<file path="src/rtl/crc16_frame_append_check_defines.svh">
// Assertion macros shared by the frame CRC block.
`ifndef CRC16_FRAME_APPEND_CHECK_DEFINES_SVH
`define CRC16_FRAME_APPEND_CHECK_DEFINES_SVH

// Same-cycle implication, clocked on clk, masked during reset.
`define CRCFA_ASSERT_NOW(lbl, ante, cons, msg) \
    lbl: assert property (@(posedge clk) disable iff (!rst_n) (ante) |-> (cons)) \
        else $error(msg);

// Next-cycle implication, clocked on clk, masked during reset.
`define CRCFA_ASSERT_NEXT(lbl, ante, cons, msg) \
    lbl: assert property (@(posedge clk) disable iff (!rst_n) (ante) |=> (cons)) \
        else $error(msg);

`endif

</file>
<file path="src/rtl/crcfa_pkg.sv">
package crcfa_pkg;

    localparam logic [15:0] CRC_INIT      = 16'hFFFF;
    localparam logic [15:0] CRC_POLY_REFL = 16'h8408;

    // Frame status codes reported on the end beat in check mode
    localparam logic [1:0] STATUS_OK       = 2'd0;
    localparam logic [1:0] STATUS_MISMATCH = 2'd1;
    localparam logic [1:0] STATUS_SHORT    = 2'd2;

    // Operating modes
    localparam logic MODE_APPEND = 1'b0;
    localparam logic MODE_CHECK  = 1'b1;

    // Most beats one input byte can produce
    localparam int GROUP_DEPTH = 3;

    typedef struct packed {
        logic [7:0] out_byte;
        logic       byte_valid;
        logic       frame_end;
        logic [1:0] status;
    } item_t;

    // Beats produced by one input byte, oldest in items[0]
    typedef struct packed {
        logic [1:0] cnt;
        item_t [GROUP_DEPTH-1:0] items;
    } group_t;

    // Reflected CRC-16 update over one byte
    function automatic logic [15:0] crc_fold(input logic [15:0] crc, input logic [7:0] b);
        logic [15:0] c;
        c = crc ^ {8'h00, b};
        for (int k = 0; k < 8; k++) begin
            if (c[0])
                c = (c >> 1) ^ CRC_POLY_REFL;
            else
                c = c >> 1;
        end
        return c;
    endfunction

endpackage

</file>
<file path="src/rtl/crcfa_in_if.sv">
interface crcfa_in_if;
    logic       valid;
    logic       ready;
    logic [7:0] data_byte;
    logic       frame_last;

    modport source (output valid, output data_byte, output frame_last, input ready);
    modport sink   (input valid, input data_byte, input frame_last, output ready);
endinterface

</file>
<file path="src/rtl/crcfa_out_if.sv">
interface crcfa_out_if;
    logic       valid;
    logic       ready;
    logic [7:0] out_byte;
    logic       byte_valid;
    logic       frame_end;
    logic [1:0] status;

    modport source (output valid, output out_byte, output byte_valid, output frame_end,
                    output status, input ready);
    modport sink   (input valid, input out_byte, input byte_valid, input frame_end,
                    input status, output ready);
endinterface

</file>
<file path="src/rtl/crc16_frame_append_check.sv">
// Channel   | Dir | Beat contents
// in_ch     | in  | data_byte, frame_last
// out_ch    | out | out_byte, byte_valid, frame_end, status
// cfg       | in  | cfg_we, cfg_wdata (mode)
//
// One input byte is accepted per cycle while ready is high; its result beats appear in the next cycle.
// An appended frame's last byte yields three beats, which the output group
// register drains one per cycle while out_ch is ready, so input stalls until the last of them leaves.
// Ready is high while the output group is empty or its final beat leaves.
// Reset (async, active low) selects append mode, CRC 0xFFFF, empty hold.
// A mode write drops any partial frame and reloads the CRC.
`include "crc16_frame_append_check_defines.svh"

module crc16_frame_append_check (
    input  logic        clk,
    input  logic        rst_n,
    input  logic        cfg_we,
    input  logic        cfg_wdata,
    crcfa_in_if.sink    in_ch,
    crcfa_out_if.source out_ch
);
    import crcfa_pkg::*;

    logic        mode_reg;
    logic [15:0] crc_reg;
    logic [15:0] crc_next;
    logic [7:0]  hold0_reg;
    logic [7:0]  hold0_next;
    logic [7:0]  hold1_reg;
    logic [7:0]  hold1_next;
    logic [1:0]  hold_cnt_reg;
    logic [1:0]  hold_cnt_next;

    logic        accept;
    logic        load_ok;
    logic        hold_full;
    logic [7:0]  fold_byte;
    logic [15:0] crc_fold_out;
    logic [15:0] rx_crc;
    logic [15:0] cmp_crc;
    logic [1:0]  end_status;
    item_t       byte_item;
    item_t       end_item;
    group_t      group;

    assign in_ch.ready = load_ok;
    assign accept      = in_ch.valid && in_ch.ready;

    // Pick the byte to fold: the incoming one in append mode, the oldest held one in check mode
    assign hold_full    = (hold_cnt_reg == 2'd2);
    assign fold_byte    = (mode_reg == MODE_APPEND) ? in_ch.data_byte : hold0_reg;
    assign crc_fold_out = crc_fold(crc_reg, fold_byte);

    // Compare the trailing two bytes against the running CRC
    always_comb
    begin
        if (hold_full)
        begin
            rx_crc  = {in_ch.data_byte, hold1_reg};
            cmp_crc = crc_fold_out;
        end
        else
        begin
            rx_crc  = {in_ch.data_byte, hold0_reg};
            cmp_crc = crc_reg;
        end
        if (hold_cnt_reg == 2'd0)
            end_status = STATUS_SHORT;
        else if (rx_crc == cmp_crc)
            end_status = STATUS_OK;
        else
            end_status = STATUS_MISMATCH;
    end

    // Build the result group for this byte
    always_comb
    begin
        byte_item  = '{out_byte: fold_byte, byte_valid: 1'b1, frame_end: 1'b0,
                       status: STATUS_OK};
        end_item   = '{out_byte: 8'h00, byte_valid: 1'b0, frame_end: 1'b1,
                       status: end_status};
        group      = '0;
        if (mode_reg == MODE_APPEND)
        begin
            group.items[0] = byte_item;
            group.items[1] = '{out_byte: crc_fold_out[7:0], byte_valid: 1'b1,
                               frame_end: 1'b0, status: STATUS_OK};
            group.items[2] = '{out_byte: crc_fold_out[15:8], byte_valid: 1'b1,
                               frame_end: 1'b1, status: STATUS_OK};
            group.cnt      = in_ch.frame_last ? 2'd3 : 2'd1;
        end
        else
        begin
            group.items[0] = hold_full ? byte_item : end_item;
            group.items[1] = end_item;
            group.cnt      = {1'b0, hold_full} + {1'b0, in_ch.frame_last};
        end
    end

    // Advance CRC and hold state on each accepted byte, or reload them on a mode write
    always_comb
    begin
        crc_next      = crc_reg;
        hold0_next    = hold0_reg;
        hold1_next    = hold1_reg;
        hold_cnt_next = hold_cnt_reg;
        if (cfg_we)
        begin
            crc_next      = CRC_INIT;
            hold_cnt_next = 2'd0;
        end
        else if (accept)
        begin
            if (mode_reg == MODE_APPEND)
            begin
                crc_next = in_ch.frame_last ? CRC_INIT : crc_fold_out;
            end
            else if (hold_full)
            begin
                crc_next      = in_ch.frame_last ? CRC_INIT : crc_fold_out;
                hold0_next    = hold1_reg;
                hold1_next    = in_ch.data_byte;
                hold_cnt_next = in_ch.frame_last ? 2'd0 : 2'd2;
            end
            else
            begin
                if (hold_cnt_reg[0])
                    hold1_next = in_ch.data_byte;
                else
                    hold0_next = in_ch.data_byte;
                hold_cnt_next = in_ch.frame_last ? 2'd0 : hold_cnt_reg + 2'd1;
            end
        end
    end

    always_ff @(posedge clk or negedge rst_n)
    begin
        if (!rst_n)
        begin
            mode_reg     <= MODE_APPEND;
            crc_reg      <= CRC_INIT;
            hold0_reg    <= 8'h00;
            hold1_reg    <= 8'h00;
            hold_cnt_reg <= 2'd0;
        end
        else
        begin
            if (cfg_we)
                mode_reg <= cfg_wdata;
            crc_reg      <= crc_next;
            hold0_reg    <= hold0_next;
            hold1_reg    <= hold1_next;
            hold_cnt_reg <= hold_cnt_next;
        end
    end

    // Output group register
    crcfa_obuf u_obuf (
        .clk      (clk),
        .rst_n    (rst_n),
        .load     (accept),
        .group_in (group),
        .load_ok  (load_ok),
        .out_ch   (out_ch)
    );

    `CRCFA_ASSERT_NOW(a_hold_range, 1'b1, hold_cnt_reg != 2'd3, "hold count beyond two")
    `CRCFA_ASSERT_NEXT(a_frame_reload, accept && in_ch.frame_last && !cfg_we, (crc_reg == CRC_INIT) && (hold_cnt_reg == 2'd0), "state not reloaded after frame end")

endmodule

</file>
<file path="src/rtl/crcfa_obuf.sv">
`include "crc16_frame_append_check_defines.svh"

module crcfa_obuf (
    input  logic              clk,
    input  logic              rst_n,
    input  logic              load,
    input  crcfa_pkg::group_t group_in,
    output logic              load_ok,
    crcfa_out_if.source       out_ch
);
    import crcfa_pkg::*;

    logic [1:0]                cnt_reg;
    logic [1:0]                cnt_next;
    item_t [GROUP_DEPTH-1:0]   items_reg;
    item_t [GROUP_DEPTH-1:0]   items_next;
    logic                      pop;

    // Present the oldest held beat
    assign out_ch.valid      = (cnt_reg != 2'd0);
    assign out_ch.out_byte   = items_reg[0].out_byte;
    assign out_ch.byte_valid = items_reg[0].byte_valid;
    assign out_ch.frame_end  = items_reg[0].frame_end;
    assign out_ch.status     = items_reg[0].status;

    assign pop     = out_ch.valid && out_ch.ready;
    // Take a new group when empty or when the last held beat leaves now
    assign load_ok = (cnt_reg == 2'd0) || ((cnt_reg == 2'd1) && pop);

    // Load a fresh group or advance the held one
    always_comb
    begin
        cnt_next   = cnt_reg;
        items_next = items_reg;
        if (load && (group_in.cnt != 2'd0))
        begin
            cnt_next   = group_in.cnt;
            items_next = group_in.items;
        end
        else if (pop)
        begin
            cnt_next = cnt_reg - 2'd1;
            for (int i = 0; i < GROUP_DEPTH - 1; i++)
            begin
                items_next[i] = items_reg[i+1];
            end
        end
    end

    always_ff @(posedge clk or negedge rst_n)
    begin
        if (!rst_n)
            cnt_reg <= 2'd0;
        else
            cnt_reg <= cnt_next;
    end

    always_ff @(posedge clk)
    begin
        items_reg <= items_next;
    end

    `CRCFA_ASSERT_NOW(a_load_when_free, load && (group_in.cnt != 2'd0), load_ok, "group loaded over pending beats")
    `CRCFA_ASSERT_NOW(a_end_is_last, out_ch.valid && out_ch.frame_end, cnt_reg == 2'd1, "frame end beat not last of its group")
    `CRCFA_ASSERT_NEXT(a_pop_drains, pop && !load, cnt_reg == $past(cnt_reg) - 2'd1, "beat count did not drop after a pop")

endmodule
</file>
<file path="src/flat_wrapper.sv">
// flat-port wrapper written by rule: the top's interface ports become plain ports
module crc16_frame_append_check_flat import crcfa_pkg::*;
  (clk, rst_n, cfg_we, cfg_wdata, in_ch_valid, in_ch_data_byte, in_ch_frame_last, in_ch_ready, out_ch_valid, out_ch_out_byte, out_ch_byte_valid, out_ch_frame_end, out_ch_status, out_ch_ready);
  crcfa_in_if in_ch_i ();
  crcfa_out_if out_ch_i ();
  input  logic clk;
  input  logic rst_n;
  input  logic cfg_we;
  input  logic cfg_wdata;
  input wire logic [$bits(in_ch_i.valid)-1:0] in_ch_valid;
  input wire logic [$bits(in_ch_i.data_byte)-1:0] in_ch_data_byte;
  input wire logic [$bits(in_ch_i.frame_last)-1:0] in_ch_frame_last;
  output wire logic [$bits(in_ch_i.ready)-1:0] in_ch_ready;
  output wire logic [$bits(out_ch_i.valid)-1:0] out_ch_valid;
  output wire logic [$bits(out_ch_i.out_byte)-1:0] out_ch_out_byte;
  output wire logic [$bits(out_ch_i.byte_valid)-1:0] out_ch_byte_valid;
  output wire logic [$bits(out_ch_i.frame_end)-1:0] out_ch_frame_end;
  output wire logic [$bits(out_ch_i.status)-1:0] out_ch_status;
  input wire logic [$bits(out_ch_i.ready)-1:0] out_ch_ready;
  assign in_ch_i.valid = in_ch_valid;
  assign in_ch_i.data_byte = in_ch_data_byte;
  assign in_ch_i.frame_last = in_ch_frame_last;
  assign in_ch_ready = in_ch_i.ready;
  assign out_ch_valid = out_ch_i.valid;
  assign out_ch_out_byte = out_ch_i.out_byte;
  assign out_ch_byte_valid = out_ch_i.byte_valid;
  assign out_ch_frame_end = out_ch_i.frame_end;
  assign out_ch_status = out_ch_i.status;
  assign out_ch_i.ready = out_ch_ready;
  crc16_frame_append_check u_core (.clk(clk), .rst_n(rst_n), .cfg_we(cfg_we), .cfg_wdata(cfg_wdata), .in_ch(in_ch_i), .out_ch(out_ch_i));
endmodule
</file>
<file path="config.mk">
export PLATFORM = sky130hd
export DESIGN_NAME = crc16_frame_append_check_flat
export DESIGN_NICKNAME = d
export VERILOG_FILES = /design/src/rtl/crcfa_pkg.sv /design/src/rtl/crcfa_in_if.sv /design/src/rtl/crcfa_out_if.sv /design/src/rtl/crc16_frame_append_check.sv /design/src/rtl/crcfa_obuf.sv /design/src/flat_wrapper.sv
export VERILOG_INCLUDE_DIRS = /design/src /design/src/rtl
export SDC_FILE = /design/constraint.sdc
export NUM_CORES = 1
export LEC_CHECK = 0
export BUFFER_PORTS_ARGS = -buffer_cell sky130_fd_sc_hd__buf_2
export CAP_MARGIN = 10
export CELL_PAD_IN_SITES_DETAIL_PLACEMENT = 0
export CELL_PAD_IN_SITES_GLOBAL_PLACEMENT = 1
export CORE_MARGIN = 1
export CORE_UTILIZATION = 49
export CTS_CLUSTER_SIZE = 12
export DETAILED_ROUTE_END_ITERATION = 6
export GPL_TIMING_DRIVEN = 1
export HOLD_SLACK_MARGIN = 0.03
export PLACE_DENSITY = 0.83
export REMOVE_ABC_BUFFERS = 1
export SLEW_MARGIN = 10
export SYNTH_ARGS = -nofsm -noshare
export SYNTH_HDL_FRONTEND = slang
export SYNTH_SLANG_ARGS = --single-unit
</file>
<file path="constraint.sdc">
create_clock -name clk -period 3 [get_ports clk]
set_input_delay 0.45 -clock clk [delete_from_list [all_inputs] [get_ports clk]]
set_output_delay 0.45 -clock clk [all_outputs]
set_load 0.03 [all_outputs]
</file>
**Word level (Yosys, flattened, before mapping)**

Index checks and enable logic that the tools add are counted.

- Bits in registers: 73
- Bits of input ports: 15
- Output and inout bits: 14

- $add $sub $neg: 3
- Equality and inequality tests: 5
- Muxes and demuxes: 37
- Bitwise operators: 10
- Reductions and logical operators: 17

Operator list:

| kind | count |
|---|---|
| 2-to-1 mux 16 bit | 14 |
| 2-to-1 mux 24 bit | 3 |
| 2-to-1 mux 8 bit | 6 |
| NOT 2 -> 3 bit | 8 |
| 2-to-1 mux 2 bit | 11 |
| == test 16 bit | 1 |
| XOR 16 x 8 -> 16 bit | 1 |
| 2-to-1 mux 12 bit | 1 |
| nonzero test 2 bit | 6 |
| AND reduction 4 bit | 2 |
| logical AND 1 bit | 4 |
| zero test 2 bit | 2 |
| 2-to-1 mux 4 bit | 1 |
| AND reduction 2 bit | 2 |
| != test 3 bit (second input constant) | 1 |
| adder 1 x 1 -> 2 bit | 1 |
| adder 2 x 1 -> 2 bit (second input constant) | 1 |
| == test 2 x 1 -> 1 bit (second input constant) | 1 |
| == test 2 bit (second input constant) | 1 |
| != test 2 bit (second input constant) | 1 |
| subtractor 2 x 1 -> 2 bit (second input constant) | 1 |
| logical OR 1 bit | 1 |
| 2-to-1 mux 1 bit | 1 |
| NOT 1 bit | 1 |

**Logic depth before layout (Yosys ltp)**

Gate-level depths: netlist of run 1.

- Word-level depth: 25
- Depth in mapped cells: 10
- Gate-level depth less buffers: 9

**By module**

From an unflattened synthesis of run 1, not the netlist that was laid out.

- Cells, all modules: 377
- Area, all modules: 4,316.6 um^2

Modules (own cells, without submodules):

| module | times used | cells each | area an instance (um^2) | seq. area each (um^2) |
|---|---|---|---|---|
| crc16_frame_append_check | 1 | 285 | 2,697.6 | 895.9 |
| crcfa_obuf | 1 | 92 | 1,619.1 | 1,131.1 |

**Least setup slack after synthesis of run 1**

OpenSTA, ideal clock, no wires.

- Path type: reg-to-reg
- From: reg u_core.u_obuf.cnt_reg[0]
- To: reg u_core.u_obuf.cnt_reg[0]
- Setup time: 0.122 ns
- Arrival: 2.674 ns
- Required time: 2.878 ns
- Slack: 0.204 ns
- Cell stages (with the launch flop): 10
- Clock period less this slack: 2.796 ns
- Cells stage by stage: dfrtp_1 > inv_1 > ha_1 > inv_1 > nand2_1 > nand2_1 > a21o_1 > clkbuf_1 > nand2_1 > o21a_1

- Word-level cells in the longest chain between the ends: 7

Ends and longest elaborated chain:

| what | RTL line | RTL |
|---|---|---|
| from (decl) | crcfa_obuf.sv:13 | `logic [1:0] cnt_reg;` |
| from (signal assigned) | crcfa_obuf.sv:55 | `cnt_reg <= cnt_next;` |
| nonzero test 2 bit (*) | crcfa_obuf.sv:20 | `assign out_ch.valid = (cnt_reg != 2'd0);` |
| via out_ch_valid | flat_wrapper.sv:14 | `output wire logic [$bits(out_ch_i.valid)-1:0] out_ch_valid;` |
| logical AND 1 bit (*) | crcfa_obuf.sv:26 | `assign pop = out_ch.valid && out_ch.ready;` |
| logical AND 1 bit (*) | crcfa_obuf.sv:28 | `assign load_ok = (cnt_reg == 2'd0) \|\| ((cnt_reg == 2'd1) && pop);` |
| logical OR 1 bit (*) | crcfa_obuf.sv:28 |  |
| via in_ch_ready | flat_wrapper.sv:13 | `output wire logic [$bits(in_ch_i.ready)-1:0] in_ch_ready;` |
| logical AND 1 bit (*) | crc16_frame_append_check.sv:47 | `assign accept = in_ch.valid && in_ch.ready;` |
| logical AND 1 bit (*) | crcfa_obuf.sv:35 | `if (load && (group_in.cnt != 2'd0))` |
| 2-to-1 mux 2 bit / nonzero test 2 bit (equally long branches) | - |  |

The timed path passes the listed nets; every way through them passes the cells marked *. The select of a mux whose other input is x is not followed.
A chain may end at the register's enable or synchronous reset.

==> impl_metrics.csv, run 1 <==
group,metric,value,unit
global_routing,grt.overflow.total,0,
critical_path,critPathCaptureType,"register",
die,initial_core_util,51.6,%
clocking,cts_made_buffers,9,
yosys,ys_async_sr_fraction,52.9,%
routing,drt_iter0_markers,176,
yosys,synth_edf_count,33,
critical_path,crit_type,"register to register",
clocking,cts_tree,"yes",
clocking,cts-root-buf,"clkbuf_8",
die,fp.dieH,95.7,um
clocking,post_cts_buffers,0,
critical_path,rr_startpoint,"u_core.mode_reg$_DFFE_PN0P_",
clocking,htree_levels,3,
critical_path,r2r_setup_slack,0.16,ns
placed_design,dp_slack,0.0699,ns
yosys,synth_cells,378,
pwr,switching_share,39.4,%
timing,max_freq,352,MHz
critical_path,r2r.worst_path.cells,8,
routing,drt_wl_total,10100,um
critical_path,max_stage_delay,0.44,ns
finish,n_fill_cell,740,
critical_path,crit_chain,"buf_12 -> mux2i_4 -> xnor2_4 -> xnor3_2 -> xnor2_1 -> a221o_1 -> o41ai_2 -> o31ai_1",
timing,fin_crit,2.84,ns
yosys,synth_ff_type,"edfxtp_1",
pwr,power.internal,2590,uW
timing,setup_violations,0,
timing,finalClockSkew,0.0129,ns
placed_design,gp_congestion,0.900,
timing,min_period_over_period,94.7,%
pwr,power.density,906,nW/um^2
routing,drc,0,
critical_path,critPathMaxFanout,18,
timing,slew_violations,0,
global_routing,grt_pass1_vias,2957,
critical_path,cp-endpoint,"u_core.u_obuf.out_ch.status[0]$_DFFE_PP_",
critical_path,worstPathRequired,3.09,ns
die,die-area,9160,um^2
global_routing,antenna_found_initial,0,
timing,tightest_slew,0.879,ns
yosys,synth_cell_type_count,57,
yosys,ys_seq_area_share,45.0,%
global_routing,grt.total_usage,24.6,%
timing,setup_slack,0.159,ns
job,cap_violations,0,
routing,route.detailed.wl_per_inst,19.7,um
pwr,power_leakage,0.00192,uW
timing,rsz0062_at_grt,"false",
clocking,cts_sinks,70,
pwr,vdd_drop_max,0.000382,V
clocking,clk_latency,0.36,ns
pwr,combPwrFrac,45.3,%
die,die_x,95.7,um
outcome,status,"complete, no violations",
critical_path,worst_ep_arrival_time,2.93,ns
finish,layout.nets,424,
clocking,cts_buffer_depth,2,
routing,drt_pass1_iterations,5,
critical_path,slowest_stage,"xnor3_2",
clocking,clk_pin_slew_worst_paths,0.07,ns
placed_design,io_buffers,28,
timing,relSlewSlack,41.4,%
pwr,pwr-share-clk,17.3,%
critical_path,critPathLaunch,"u_core.mode_reg$_DFFE_PN0P_",
yosys,yosys_register_bits,70,
finish,area_growth,9.86,%
critical_path,startpoint_type,"register",
yosys,ys_warn_count,0,
placed_design,dp_hpwl,7050,um
pwr,total_power,4280,uW
yosys,avgSynthCellArea,11.4,um^2
finish,drive_above_1_share,23.5,%
die,pin_count,29,
global_routing,grt_max_degree,38,
critical_path,r2r_end,"u_core.u_obuf.out_ch.status[0]$_DFFE_PP_",
routing,vias,3001,
worst_hold_path,hold_path_class,"input pin to asynchronous set/reset pin",
routing,via_per_inst,5.85,
global_routing,grt_pass1_wl,16300,um
die,coreArea,8340,um^2
pwr,switchingPower,1690,uW
die,num_rows,33,
pwr,pwr-share-seq,37.4,%
timing,finalHoldViolations,0,
yosys,netlist_area,4300,um^2
finish,antenna_cells,0,
finish,largest_reg_flops,21,
routing,ant_nets,0,
## power groups by stage
stage	registers [uW]	logic, uW	clock network [uW]
floorplan	1760	1250	0
global placement	1610	1880	0
finish	1600	1940	740
global route	1640	2100	796
CTS	1610	1920	749
detailed placement	1620	1920	0
## cell type report
| class | instances | area, um^2 | share of cell area [%] |
|---|---|---|---|
| tap | 105 | 131 | 2.78 |
| timing repair inverter | 1 | 5.00 | 0.106 |
| inverter | 11 | 45.0 | 0.953 |
| timing repair buffer | 41 | 250 | 5.30 |
| sequential | 70 | 1940 | 41.0 |
| clock inverter | 5 | 50.0 | 1.06 |
| clock buffer | 11 | 131 | 2.78 |
| multi-input combinational | 269 | 2180 | 46.0 |
## worst min path at each step
stage,to,depth (start not counted)
after detailed placement,u_core.u_obuf.out_ch.frame_end$_DFFE_PP_,2
after CTS,u_core.hold1_reg[3]$_DFFE_PN0P_,1
after global placement,u_core.u_obuf.out_ch.frame_end$_DFFE_PP_,2
after global routing,u_core.hold1_reg[6]$_DFFE_PN0P_,1
after floorplan,u_core.hold0_reg[0]$_DFFE_PN0P_,0
final,u_core.hold1_reg[3]$_DFFE_PN0P_,1
## critical path, delay by kind of cell (launching register included)
kind	cells	cell delay, ns
xor gates and xnor gates	3	0.79
buffers and inverters	1	0.20
AOI/OAI and AO/OA	3	0.87
DFF	1	0.37
muxes	1	0.33
## cell families after synthesis
kind of cell,Yosys count,synth area share (%)
AOI/OAI and AO/OA,70,12.0
xor gates and xnor gates,64,18.8
adders and majority gates,6,1.75
buffers and inverters,39,4.51
DFF,70,45.0
muxes,25,7.21
and+or+nand+nor,104,10.7
## layout by cell type (no fill, tap or decap), types with 7 or more instances in the layout
master    instances
edfxtp_1         33
xor2_1           18
nand3_1           8
o22a_1           10
a21oi_1          19
o21ai_0           7
clkbuf_8          9
buf_2            28
inv_1            10
dfrtp_1          21
buf_4            12
dfstp_2          16
xnor2_1          29
nor2_1           50
mux2i_1          13
mux2_2            8
nand2_1          22
a221oi_1          8
xnor3_1           9
## routing by layer
layer / track usage, % / vias to the layer above / share of wire (%)
li1: - / 1394 / -
met1: 35.9 / 1488 / 48
met2: 37.1 / 96 / 45
met3: 3.79 / 23 / 4.5
met4: 9.08 / 0 / 2.3
met5: 0 / - / 0
## through the flow
stage / hold WS, ns / std cells / TNS, ns / util, % / cell area [um^2]
3_3_place_gp: 0.502 / 496 / 0 / 54.4 / 4540
4_1_cts: 0.240 / 512 / 0 / 56.6 / 4720
6_report: 0.212 / 513 / 0 / 56.7 / 4730
3_5_place_dp: 0.510 / 496 / 0 / 54.4 / 4540
2_1_floorplan: 0.154 / 350 / -10.71 / - / 4150
5_1_grt: 0.273 / 513 / 0 / 56.7 / 4730
## synth_stat cells, types with 2 or more instances
master | n | area, um^2
nor2_1 | 50 | 188
edfxtp_1 | 33 | 991
xnor2_1 | 29 | 254
nand2_1 | 22 | 82.6
dfrtp_1 | 21 | 526
a21oi_1 | 19 | 95.1
xor2_1 | 18 | 158
dfstp_2 | 16 | 420
mux2i_1 | 13 | 130
clkbuf_1 | 12 | 45.0
inv_1 | 11 | 41.3
buf_4 | 10 | 75.1
o22a_1 | 10 | 87.6
xnor3_1 | 9 | 203
a221oi_1 | 8 | 70.1
mux2_2 | 8 | 90.1
nand3_1 | 8 | 40.0
o21ai_0 | 7 | 35.0
and2_1 | 6 | 37.5
ha_1 | 6 | 75.1
nor3_1 | 6 | 30.0
a22o_1 | 5 | 43.8
mux2i_4 | 4 | 90.1
buf_1 | 3 | 11.3
nor4_1 | 3 | 18.8
xnor2_4 | 3 | 82.6
a2111oi_0 | 2 | 17.5
a211oi_1 | 2 | 15.0
and3_1 | 2 | 12.5
buf_2 | 2 | 10.0
o21a_1 | 2 | 15.0
o31ai_1 | 2 | 15.0
xor3_1 | 2 | 47.6
## repair_timing
item / CTS / global route
endpoints found under the setup margin: 0 / 4
resized for setup: 0 / 1
hold buffers: 0 / 0
hold endpoints to repair: 0 / 0
No activity file was read; power rests on OpenSTA's default activity.
==> run 2, diff against run 1 <==
==> constraint.sdc (replaced) <==
create_clock -name clk -period 3 [get_ports clk]
set_input_delay 0.15 -clock clk [delete_from_list [all_inputs] [get_ports clk]]
set_output_delay 0.15 -clock clk [all_outputs]
set_load 0.03 [all_outputs]
==> run 2 against run 1 <==
Compared with the run above: total power grew 4.7%; wire length down 1.8%; sequential power hardly changed; clock power increased by 27%; final cell count grew 0.19%; flip-flop and latch count unchanged; maximum frequency down 0.90%; clock-buffer cell count decreased by 2; clock skew decreased by 0.0013 ns; setup slack lost 0.026 ns; highest routed layer unchanged.
==> impl_metrics.csv, run 2 (same netlist as run 1, synthesis figures left out) <==
group,metric,value,unit
pwr,switchingPower,1710,uW
critical_path,r2r_end,"u_core.u_obuf.out_ch.frame_end$_DFFE_PP_",
routing,route.detailed.wl_per_inst,19.3,um
critical_path,r2r.worst_path.cells,8,
pwr,power.internal,2770,uW
finish,drive_above_1_share,23.7,%
pwr,power.density,933,nW/um^2
critical_path,worstPathRequired,3.11,ns
finish,antenna_cells,0,
clocking,clk_pin_slew_worst_paths,0.09,ns
pwr,power_leakage,0.00195,uW
timing,finalClockSkew,0.0117,ns
routing,drt_iter0_markers,201,
critical_path,critPathCaptureType,"register",
finish,largest_reg_flops,21,
pwr,combPwrFrac,43.0,%
global_routing,grt.total_usage,24.0,%
global_routing,grt.overflow.total,0,
die,num_rows,33,
timing,finalHoldViolations,0,
clocking,cts_sinks,70,
timing,max_freq,349,MHz
routing,vias,2989,
critical_path,cp-endpoint,"u_core.u_obuf.out_ch.frame_end$_DFFE_PP_",
clocking,cts_made_buffers,9,
die,initial_core_util,51.6,%
timing,fin_crit,2.87,ns
routing,via_per_inst,5.82,
pwr,vdd_drop_max,0.000412,V
global_routing,grt_max_degree,38,
timing,relSlewSlack,44.2,%
critical_path,crit_type,"register to register",
pwr,switching_share,38.2,%
critical_path,startpoint_type,"register",
critical_path,r2r_setup_slack,0.13,ns
placed_design,gp_congestion,0.897,
clocking,clk_latency,0.35,ns
timing,slew_violations,0,
finish,final_cell_mix,"50 x nor2_1, 33 x edfxtp_1, 29 x xnor2_1",
global_routing,grt_pass1_vias,2836,
worst_hold_path,holdPathStages,2,
critical_path,critPathMaxFanout,11,
critical_path,critPathLaunch,"u_core.hold_cnt_reg[0]$_DFFE_PN0P_",
clocking,cts_buffer_depth,2,
pwr,pwr-share-seq,36.0,%
timing,hold_ws,0.0911,ns
die,die-area,9160,um^2
worst_hold_path,hold_path_class,"input pin to register",
job,cap_violations,0,
routing,drt_wl_total,9940,um
placed_design,io_buffers,28,
placed_design,dp_hpwl,6980,um
timing,min_period_over_period,95.6,%
clocking,cts-root-buf,"clkbuf_8",
clocking,post_cts_buffers,0,
critical_path,worst_ep_arrival_time,2.98,ns
routing,drt_pass1_iterations,4,
clocking,cts_tree,"yes",
die,coreArea,8340,um^2
outcome,status,"complete, no violations",
routing,ant_nets,0,
timing,setup_violations,0,
finish,fin_util,57.6,%
finish,final_common_cell,"nor2_1",
clocking,htree_levels,3,
global_routing,antenna_found_initial,0,
die,pin_count,29,
critical_path,rr_startpoint,"u_core.hold_cnt_reg[0]$_DFFE_PN0P_",
routing,drc,0,
finish,layout.nets,425,
finish,area_growth,11.6,%
pwr,pwr-share-clk,21.0,%
timing,rsz0062_at_grt,"false",
die,fp.dieH,95.7,um
die,die_x,95.7,um
timing,tightest_slew,0.836,ns
global_routing,grt_pass1_wl,15900,um
[run 2: cell types whose count changed in the layout (fill, tap and decap cells not counted), moves of 2 or more]
| cell | delta |
|---|---|
| clkinv_2 | -3 |
| bufinv_16 | +2 |
| clkbuf_1 | -2 |
| clkinv_4 | +2 |
| dlygate4sd3_1 | +2 |
[run 2: how the worst min path moves through the flow]
stage	end	startpoint	slack [ns]
finish	u_core.hold_cnt_reg[1]$_DFFE_PN0P_	cfg_we	0.09
detailed placement	u_core.hold0_reg[7]$_DFFE_PN0P_	rst_n	0.30
global route	u_core.hold_cnt_reg[1]$_DFFE_PN0P_	cfg_we	0.11
floorplan	u_core.hold0_reg[0]$_DFFE_PN0P_	rst_n	-0.15
CTS	u_core.hold_cnt_reg[1]$_DFFE_PN0P_	cfg_we	0.09
global placement	u_core.hold0_reg[3]$_DFFE_PN0P_	rst_n	0.30
[run 2: final cells by class]
cell class | instances | area (um^2)
clock inverters | 7 | 121
inverters | 11 | 45.0
repair inverters | 1 | 5.00
multi-input cells | 269 | 2180
flip-flops and latches | 70 | 1940
well taps | 105 | 131
clock buffers | 9 | 124
fillers | 708 | 3540
repair buffers | 42 | 263
[run 2: worst max-delay path, cell delays in order (launching register included)]
cell	delay, ns
dfrtp_1	0.41
inv_1	0.10
ha_1	0.23
ha_1	0.33
nor2_1	0.15
a21o_1	0.51
clkinvlp_2	0.61
nand2_1	0.22
nand2_1	0.07
[run 2: timing repair]
action / CTS / global route
hold endpoints to repair: 22 / 0
gates resized for setup: 0 / 1
setup endpoints to repair: 0 / 1
hold buffers: 2 / 0
[run 2: metal layers]
layer / wire, um / GRT usage, % / share of wire, % / vias to the layer above
li1: - / - / - / 1400
met1: 4780 / 36.4 / 48 / 1500
met2: 4530 / 35.0 / 46 / 80
met3: 468 / 4.66 / 4.7 / 9
met4: 153 / 6.59 / 1.5 / 0
met5: 0 / 0 / 0 / -
[run 2: power by group through the flow]
stage / logic, uW / registers, uW / clock network, uW
after floorplan: 1250 / 1760 / 0
after global placement: 1880 / 1620 / 0
after detailed placement: 1900 / 1630 / 0
after CTS: 1910 / 1610 / 951
after global routing: 2090 / 1650 / 1000
final: 1930 / 1610 / 941
[run 2: metrics by stage]
step / setup WS [ns] / cells / total power, uW / area (um^2) / setup TNS, ns
global placement: 0.156 / 495 / 3490 / 4530 / 0
detailed placement: 0.173 / 495 / 3530 / 4530 / 0
global route: 0.00858 / 514 / 4750 / 4800 / 0
CTS: 0.162 / 513 / 4470 / 4790 / 0
finish: 0.133 / 514 / 4480 / 4800 / 0
floorplan: -0.363 / 350 / 3010 / 4150 / -10.71
